==> src/rnfd_pkg.sv <==
// Package for the nearest-value fill dilation block.
// Holds the stored cell type and the register, metric and mode codes.
// No dependencies.
package rnfd_pkg;

    typedef struct packed {
        logic        is_null;
        logic [31:0] value;
    } cell_t;

    localparam logic [2:0] REG_IMAGE_COLUMNS  = 3'd0;
    localparam logic [2:0] REG_WINDOW_HALF    = 3'd1;
    localparam logic [2:0] REG_DISTANCE_LIMIT = 3'd2;
    localparam logic [2:0] REG_METRIC_SELECT  = 3'd3;
    localparam logic [2:0] REG_ORIGINAL_MODE  = 3'd4;
    localparam logic [2:0] REG_ORIGINAL_FILL  = 3'd5;
    localparam logic [2:0] REG_GROW_MODE      = 3'd6;
    localparam logic [2:0] REG_GROW_FILL      = 3'd7;

    localparam logic [1:0] METRIC_CHEBYSHEV = 2'd1;
    localparam logic [1:0] METRIC_MANHATTAN = 2'd2;

    localparam logic [1:0] OMODE_KEEP = 2'd0;
    localparam logic [1:0] OMODE_FILL = 2'd1;

endpackage

==> src/rnfd_metric.sv <==
// Distance of a window offset under the selected metric.
// Depends on rnfd_pkg for the metric codes.
module rnfd_metric #(
    parameter int HW = 3,
    parameter int DW = 6
) (
    input  logic [HW-1:0] abs_dx,
    input  logic [HW-1:0] abs_dy,
    input  logic [1:0]    metric_select,
    output logic [DW-1:0] distance
);

    always_comb begin
        case (metric_select)
            rnfd_pkg::METRIC_CHEBYSHEV: begin
                distance = (abs_dx > abs_dy) ? DW'(abs_dx) : DW'(abs_dy);
            end
            rnfd_pkg::METRIC_MANHATTAN: begin
                distance = DW'(abs_dx) + DW'(abs_dy);
            end
            default: begin
                distance = DW'(abs_dx) * DW'(abs_dx) + DW'(abs_dy) * DW'(abs_dy);
            end
        endcase
    end

endmodule

==> config.mk <==
export PLATFORM = sky130hd
export DESIGN_NAME = rnfd_metric
export DESIGN_NICKNAME = d
export VERILOG_FILES = /design/src/rnfd_pkg.sv /design/src/rnfd_metric.sv
export SDC_FILE = /design/constraint.sdc
export NUM_CORES = 1
export LEC_CHECK = 0
export BUFFER_PORTS_ARGS = -buffer_cell sky130_fd_sc_hd__buf_2
export CELL_PAD_IN_SITES_DETAIL_PLACEMENT = 1
export CELL_PAD_IN_SITES_GLOBAL_PLACEMENT = 1
export CORE_AREA = 8 8 45 47
export DETAILED_ROUTE_END_ITERATION = 16
export DIE_AREA = 0 0 53 55
export PLACE_DENSITY_LB_ADDON = 0.1
export SLEW_MARGIN = 20
export SYNTH_ARGS = -nofsm -noshare
export SYNTH_HDL_FRONTEND = slang
export SYNTH_SLANG_ARGS = --single-unit
==> constraint.sdc <==
create_clock -name vclk -period 8.01
set_input_delay 1.2015 -clock vclk [all_inputs]
set_output_delay 1.2015 -clock vclk [all_outputs]
set_load 0.01 [all_outputs]
### Yosys cells after proc, flatten, opt, wreduce, memory -nomap -nowiden

Cells that the tools add are included.

* $mul: 2
* shift-type cells: 0
* bitwise logic cells: 0
* muxes and demuxes: 2
* equal/unequal tests: 2
* $add $sub $neg: 2
* order comparisons: 1
* reductions and logical operators: 0
* divide/modulo/power cells: 0

Operators with widths (count)
* 3-bit by 3-bit multiplier with 6-bit output: 2
* 6-bit case mux with 2 select lines: 1
* 6-bit adder: 1
* 3-bit by 3-bit adder with 4-bit output: 1
* 3-bit > comparator: 1
* 3-bit 2-to-1 mux: 1
* 2-bit by 1-bit equality test with 1-bit output, second input constant: 1
* 2-bit equality test, second input constant: 1

* memories: 0
* bits of input ports: 8
* ROM bits: 0
* RAM bits: 0
* flip-flop bits (word level): 0
* bits in latches: 0

### Depth between registers and ports, before layout

Gate-level depths: netlist (run 1).

* depth after elaboration: 3
* mapped depth: 12
* mapped depth without buffers: 12

### Worst setup path after synthesis (run 1)

No wires, ideal clock.

* kind: input to output
* from: input abs_dx[2]
* to: output distance[5]
* stages: 12
* required time: 6.808 ns
* path buffers: 0
* data arrival time: 3.656 ns
* path slack: 3.152 ns
* cell sequence: and2_1 > ha_1 > xnor2_1 > ha_1 > a21o_1 > fa_1 > ha_1 > inv_1 > fa_1 > xor2_1 > xnor2_1 > nor2_1

* longest elaborated chain between the ends: 3

Ends and longest elaborated chain
* start: declaration: line rnfd_metric.sv:7 `input logic [HW-1:0] abs_dx,`
* 3-bit by 3-bit multiplier with 6-bit output: line rnfd_metric.sv:22 `distance = DW'(abs_dx) * DW'(abs_dx) + DW'(abs_dy) * DW'(abs_dy);`
* 6-bit adder: line rnfd_metric.sv:22
* 6-bit case mux with 2 select lines: line rnfd_metric.sv:14 `case (metric_select)`
* end: declaration: line rnfd_metric.sv:10 `output logic [DW-1:0] distance`

No other way between the ends.

### Final worst setup path (run 1)

Ends and elaborated chain as after synthesis.

==> results.ini, run 1 <==
[floorplan]
fp.dieH_um=55
dieArea_um2=2915
io_pins=14
start_util_pct=38.43
core_area_um2=1384
row_count=14
die_w_um=53

[setup_path]
required_ps=6810
critPathMaxFanout=6
worstSetupStartpointType=primary input
crit_type=primary input to output port
worstSetupEndpointType=output port
worst_ep_arrival_time_ps=4000

[timing]
timing.final.crit_share_pct=64.93
grt_setup_unrepaired=false
finalSetupTns_ps=0
hold_violations=0
post-route-min-period_ps=5201
max_slew_margin_pct=79.34
setup_viol=0
slew_violations=0
clock.fmax_ghz=0.1923
worstMarginPinSlew_ps=309.9

[routing]
drtIter0Drc=3
wl_per_cell_um=13.97
antenna_left=0
wl_um=1355
first_pass_iters=2
detail_route.vias_per_cell=4.856
vias=471
route.detailed.drc=0

[placement]
dpl-instance-area_um2=618.1
numPortBuffers=14
gp_congestion=0.7434
post-dp-hpwl_um=1192

[hold_path]
hold_class=primary input to output port
hold_depth=4
hp-start=abs_dy[1]
min_to=distance[1]

[clock_tree]
cts_resized=0
hold_buffers=0
post_cts_buffers=0

[global_route]
overflow=0
antenna_found_initial=0
track_usage_pct=10.33
grt_start_max_net_pins=9
grt_pass1_wl_um=2352
grt_pass1_vias=541

[logic_synthesis]
yosysWarnings=0
ys_seq_area_share_pct=0
syn-cell-area_um2=531.8
synth.top_cells.by_count=ha_1, inv_1, nor2_1
synthTopCellsByArea=ha_1, fa_1, inv_1
syn-num-nets=94
synth_top_area_share_pct=35.29
avgSynthCellArea_um2=7.820
synth_cell_types=20
yosysMostFrequentCell=ha_1
synth_largest_area_cell=ha_1
syn_inst=68

[cells_and_area]
n_clock_buffer=0
area_growth_pct=16.24
post_route_cells_drive_above_1_share_pct=20.99
n_antenna_cell=0
regArea_um2=0
fin_nets=109
seq_cells=0
fin_area_um2=618.1

[run]
cap_viol_max_count=0

[power_and_ir_drop]
powerDensity_nw_per_um2=75.67
leakage_nw=0.3489
vdd_drop_max_mv=0.03558

[outcome]
status=finished clean

layout make-up:
cell class                 instances  area (um^2)
fill                             192        765.7
multi-input combinational         54        479.2
timing repair buffer              14        70.07
inverter                          13        48.80
tap                               16        20.02
critical path: stages:
cell,delay [ps]
buf_2,140
and2_1,200
ha_1,290
xnor2_1,130
ha_1,180
a21o_1,180
fa_1,560
ha_1,150
inv_1,50
fa_1,400
xor2_1,190
xnor2_1,140
nor2_1,50
buf_2,130
power by group:
| group | total (mW) | switching, mW | internal, mW |
|---|---|---|---|
| logic | 0.0468 | 0.0261 | 0.0206 |
| clock network | 0 | 0 | 0 |
| registers | 0 | 0 | 0 |
| total | 0.0468 | 0.0261 | 0.0206 |
cell families after synthesis:
logic type | synth area share (%)
fa+ha+maj | 46.59
buf+inv | 9.882
compound gates | 16.00
simple gates | 15.30
xor+xnor | 6.589
mux | 5.647
layout by cell type (no fill, tap or decap):
master and instances:
ha_1 15, nor3b_1 1, a21o_1 1, buf_2 14
o21ai_1 2, mux2i_1 3, o22ai_1 1, a32oi_2 1
or2_2 1, xor2_1 2, a21oi_1 3, nor2_1 7
and2b_1 1, fa_1 3, o21ai_0 3, xnor2_1 2
inv_1 13, o221ai_2 1, and2_1 3, nand2_1 4
worst max-delay path by stage:
stage | depth (start not counted) | start | end
after CTS | 14 | abs_dx[2] | distance[5]
after global placement | 14 | abs_dx[2] | distance[5]
after floorplan | 12 | abs_dx[2] | distance[5]
after global routing | 14 | abs_dx[2] | distance[5]
final | 14 | abs_dx[2] | distance[5]
after detailed placement | 14 | abs_dx[2] | distance[5]
per-layer routing:
layer / share of wire, % / global-route usage, %
met1: 47 / 12.33
met2: 50 / 20.90
met3: 2.7 / 0.2674
met4: 0 / 0
met5: 0 / 0
metrics by stage:
step                hold slack [ps]  utilization, %  instances  total power, mW  worst slack, ps
floorplan                      2613               -         68          0.03096             3152
global placement               2881           44.67         97          0.04625             2884
detailed placement             2883           44.67         97          0.04749             2799
CTS                            2889           44.67         97          0.04792             2775
global route                   2913           44.67         97          0.05364             2634
finish                         2882           44.67         97          0.04677             2809
No activity file was read; power rests on OpenSTA's default activity.
==> inputs of run 2 (changes only) <==
--- a/config.mk
+++ b/config.mk
@@ -8,9 +8,9 @@
 export BUFFER_PORTS_ARGS = -buffer_cell sky130_fd_sc_hd__buf_2
 export CELL_PAD_IN_SITES_DETAIL_PLACEMENT = 1
 export CELL_PAD_IN_SITES_GLOBAL_PLACEMENT = 1
-export CORE_AREA = 8 8 45 47
+export CORE_MARGIN = 8
+export CORE_UTILIZATION = 37
 export DETAILED_ROUTE_END_ITERATION = 16
-export DIE_AREA = 0 0 53 55
 export PLACE_DENSITY_LB_ADDON = 0.1
 export SLEW_MARGIN = 20
 export SYNTH_ARGS = -nofsm -noshare
==> constraint.sdc (replaced) <==
create_clock -name vclk -period 4.5
set_input_delay 0.675 -clock vclk [all_inputs]
set_output_delay 0.675 -clock vclk [all_outputs]
set_load 0.01 [all_outputs]
==> results.ini, run 2 (same netlist as run 1, synthesis figures left out) <==
[routing]
first_pass_iters=2
antenna_left=0
route.detailed.drc=0
detail_route.vias_per_cell=5.063
wl_per_cell_um=13.79
vias=486
drtIter0Drc=2
wl_um=1324

[floorplan]
start_util_pct=40.36
fp.dieH_um=53.91
row_count=13
core_area_um2=1318
dieArea_um2=2906
io_pins=14
die_w_um=53.91

[power_and_ir_drop]
leakage_nw=0.3489
powerDensity_nw_per_um2=134.2
vdd_drop_max_mv=0.05657

[run]
cap_viol_max_count=0

[setup_path]
worst_ep_arrival_time_ps=3460
cpPeakStageDelay_ps=560
cp_top_family=adder cells
slowest_stage=fa_1
required_ps=3830
path_cells=buf_2 -> and2_1 -> ha_1 -> xnor2_1 -> ha_1 -> a21o_1 -> fa_1 -> ha_1 -> inv_1 -> fa_1 -> xor2_1 -> xnor2_1 -> nor2_1 -> buf_2
critPathMaxFanout=6
worstSetupPathDepth=14
path_buf_inv=3
worstSetupEndpointType=output port
crit_type=primary input to output port
worstSetupStartpointType=primary input
cp_common_cell=ha_1

[cells_and_area]
n_clock_buffer=0
area_growth_pct=16.00
post_route_cells_drive_above_1_share_pct=20.99
multi_input_area_um2=479.2
final_cell_mix=ha_1, buf_2, inv_1
layout_commonest_cell=ha_1
nFillCells=177
n_antenna_cell=0
regArea_um2=0
seq_cells=0
fin_nets=109

[timing]
slew_violations=0
post-route-min-period_ps=4138
hold_violations=0
max_slew_margin_pct=80.81
timing.final.crit_share_pct=91.95
setup_viol=0
grt_setup_unrepaired=false
hold_slack_ps=1805
worstMarginPinSlew_ps=287.9
clock.fmax_ghz=0.2417
finalSetupTns_ps=0

[placement]
gp_congestion=0.7443
post-dp-hpwl_um=1221
numPortBuffers=14

[clock_tree]
post_cts_buffers=0
hold_buffers=0
cts_resized=0

[hold_path]
hold_depth=4
hp-start=abs_dy[1]
min_to=distance[1]
hold_class=primary input to output port

[global_route]
track_usage_pct=10.62
antenna_found_initial=0
grt_start_max_net_pins=9
grt_pass1_vias=557
overflow=0
grt_pass1_wl_um=2442

[outcome]
status=finished clean

-- run 2: cell counts in the layout (fill, tap and decap cells not counted) --
No cell type changed its count.
-- run 2: worst max path at each step --
| stage | startpoint | slack, ps | end |
|---|---|---|---|
| after floorplan | abs_dx[2] | 700 | distance[5] |
| after global placement | abs_dx[2] | 420 | distance[5] |
| after detailed placement | abs_dx[2] | 340 | distance[5] |
| after CTS | abs_dx[2] | 330 | distance[5] |
| after global routing | abs_dx[2] | 230 | distance[5] |
| final | abs_dx[2] | 360 | distance[5] |
-- run 2: final cells by class --
cell class,count,share of cell area (%)
repair buffers,14,11.36
inverters,13,7.911
multi-input cells,54,77.69
well taps,15,3.043
-- run 2: metrics by stage --
step | cell area [um^2] | cells | total power, mW | setup slack (ps) | util [%]
after floorplan | 531.8 | 68 | 0.05512 | 695.1 | -
after global placement | 616.8 | 96 | 0.08162 | 421.2 | 46.82
after detailed placement | 616.8 | 96 | 0.08428 | 338.8 | 46.82
after CTS | 616.8 | 96 | 0.08474 | 325.2 | 46.82
after global routing | 616.8 | 96 | 0.09484 | 226.5 | 46.82
final | 616.8 | 96 | 0.08280 | 362.5 | 46.82
-- run 2: metal layers --
layer	wire length (um)	GRT usage (%)
met1	619	14.42
met2	656	18.15
met3	30	0.2755
met4	17	2.101
met5	0	0
-- run 2: power breakdown --
part | switching [mW] | internal [mW]
clock network | 0 | 0
registers | 0 | 0
logic | 0.0460 | 0.0368
==> inputs of run 3 (changes only) <==
--- a/config.mk
+++ b/config.mk
@@ -5,7 +5,7 @@
 export SDC_FILE = /design/constraint.sdc
 export NUM_CORES = 1
 export LEC_CHECK = 0
-export BUFFER_PORTS_ARGS = -buffer_cell sky130_fd_sc_hd__buf_2
+export BUFFER_PORTS_ARGS = -buffer_cell sky130_fd_sc_hd__buf_4
 export CELL_PAD_IN_SITES_DETAIL_PLACEMENT = 1
 export CELL_PAD_IN_SITES_GLOBAL_PLACEMENT = 1
 export CORE_MARGIN = 8
==> constraint.sdc (replaced) <==
create_clock -name vclk -period 3.7
set_input_delay 0.555 -clock vclk [all_inputs]
set_output_delay 0.555 -clock vclk [all_outputs]
set_load 0.01 [all_outputs]
==> results.ini, run 3 (same netlist as run 1, synthesis figures left out) <==
[timing]
grt_setup_unrepaired=true
clock.fmax_ghz=0.2760
post-route-min-period_ps=3624
max_slew_margin_pct=79.34
hold_violations=0
worstMarginPinSlew_ps=309.9
setup_viol=0
timing.final.crit_share_pct=97.94
slew_violations=0

[setup_path]
cpPeakStageDelay_ps=520
worst_ep_arrival_time_ps=3070
worstSetupEndpointType=output port
critPathMaxFanout=2
required_ps=3140
cp_top_family=adder cells
worstSetupStartpointType=primary input
path_buf_inv=3
path_cells=buf_4 -> and2_4 -> ha_4 -> xnor2_1 -> ha_2 -> a21o_1 -> fa_1 -> ha_2 -> inv_2 -> fa_2 -> xor2_1 -> xnor2_1 -> nor2_1 -> buf_4
crit_type=primary input to output port
slowest_stage=fa_1

[cells_and_area]
fin_area_um2=711.9
fin_nets=114
multi_input_area_um2=501.7
n_clock_buffer=0
post_route_cells_drive_above_1_share_pct=32.56
area_growth_pct=33.88
final_cells=101
seq_cells=0
fin_util_pct=54.04
n_antenna_cell=0
layout_commonest_cell=buf_4
final_cell_mix=buf_4, inv_1, ha_1
nFillCells=179
regArea_um2=0

[floorplan]
die_w_um=53.91
dieArea_um2=2906
core_area_um2=1318
row_count=13
fp.dieH_um=53.91
io_pins=14
start_util_pct=40.36

[power_and_ir_drop]
pwr-share-comb_pct=100.0
switching_power_mw=0.06007
powerDensity_nw_per_um2=167.2
clock_power_share_pct=0
seqPwrFrac_pct=0
leakage_nw=0.3803
finalPower_mw=0.1190
swShare_pct=50.47
vdd_drop_max_mv=0.07889
p_int_mw=0.05895

[global_route]
overflow=0
antenna_found_initial=0
track_usage_pct=10.90
gr-usage-met3_pct=0.2755
grt_pass1_vias=549
grtUsageMet1_pct=13.66
grt_use_met2_pct=21.04
grt_busiest_layer=met2
grt_start_max_net_pins=9
grt_pass1_wl_um=2484

[placement]
dp_cells=101
numPortBuffers=14
dpl-instance-area_um2=689.4
gp_congestion=0.7170
post-dp-hpwl_um=1365

[routing]
vias=494
wl_per_cell_um=14.40
drtIter0Drc=2
route.detailed.drc=0
antenna_left=0
detail_route.vias_per_cell=4.891
wl_um=1454
first_pass_iters=2

[hold_path]
hold_class=primary input to output port

[outcome]
status=finished clean

[clock_tree]
hold_buffers=0

[run]
cap_viol_max_count=0

run 3: through the flow:
stage	setup slack [ps]	setup TNS [ps]	hold slack, ps
2_1_floorplan	135.1	0	1320
3_3_place_gp	-77.60	-77.60	1546
3_5_place_dp	-147.3	-147.3	1537
4_1_cts	1.167	0	1540
5_1_grt	-19.95	-19.95	1613
6_report	76.38	0	1537
run 3: power by group through the flow:
stage	Sequential (mW)	Clock [mW]	Combinational (mW)
finish	0	0	0.119
floorplan	0	0	0.0670
global route	0	0	0.133
detailed placement	0	0	0.118
global placement	0	0	0.114
CTS	0	0	0.122
run 3: area by class of cell:
class / instances / area share, %
Timing Repair Buffer: 19 / 20.04
Tap cell: 15 / 2.636
Multi-Input combinational cell: 54 / 70.47
Inverter: 13 / 6.854
run 3: repair_timing:
action                     4_1_cts  5_1_grt
setup endpoints to repair        1        1
resized for setup                4        2
pin swaps                        8        2
buffers inserted                 0        0
run 3: worst paths after layout:
kind,startpoint,endpoint,slack (ps),cells after the start
worst max-delay path,abs_dx[2],distance[5],80,14
worst min-delay path,abs_dy[1],distance[1],1540,4
run 3: routing by layer:
metal	share of wire [%]	routed length, um
met1	46	663
met2	53	776
met3	0.96	14
met4	0	0
met5	0	0
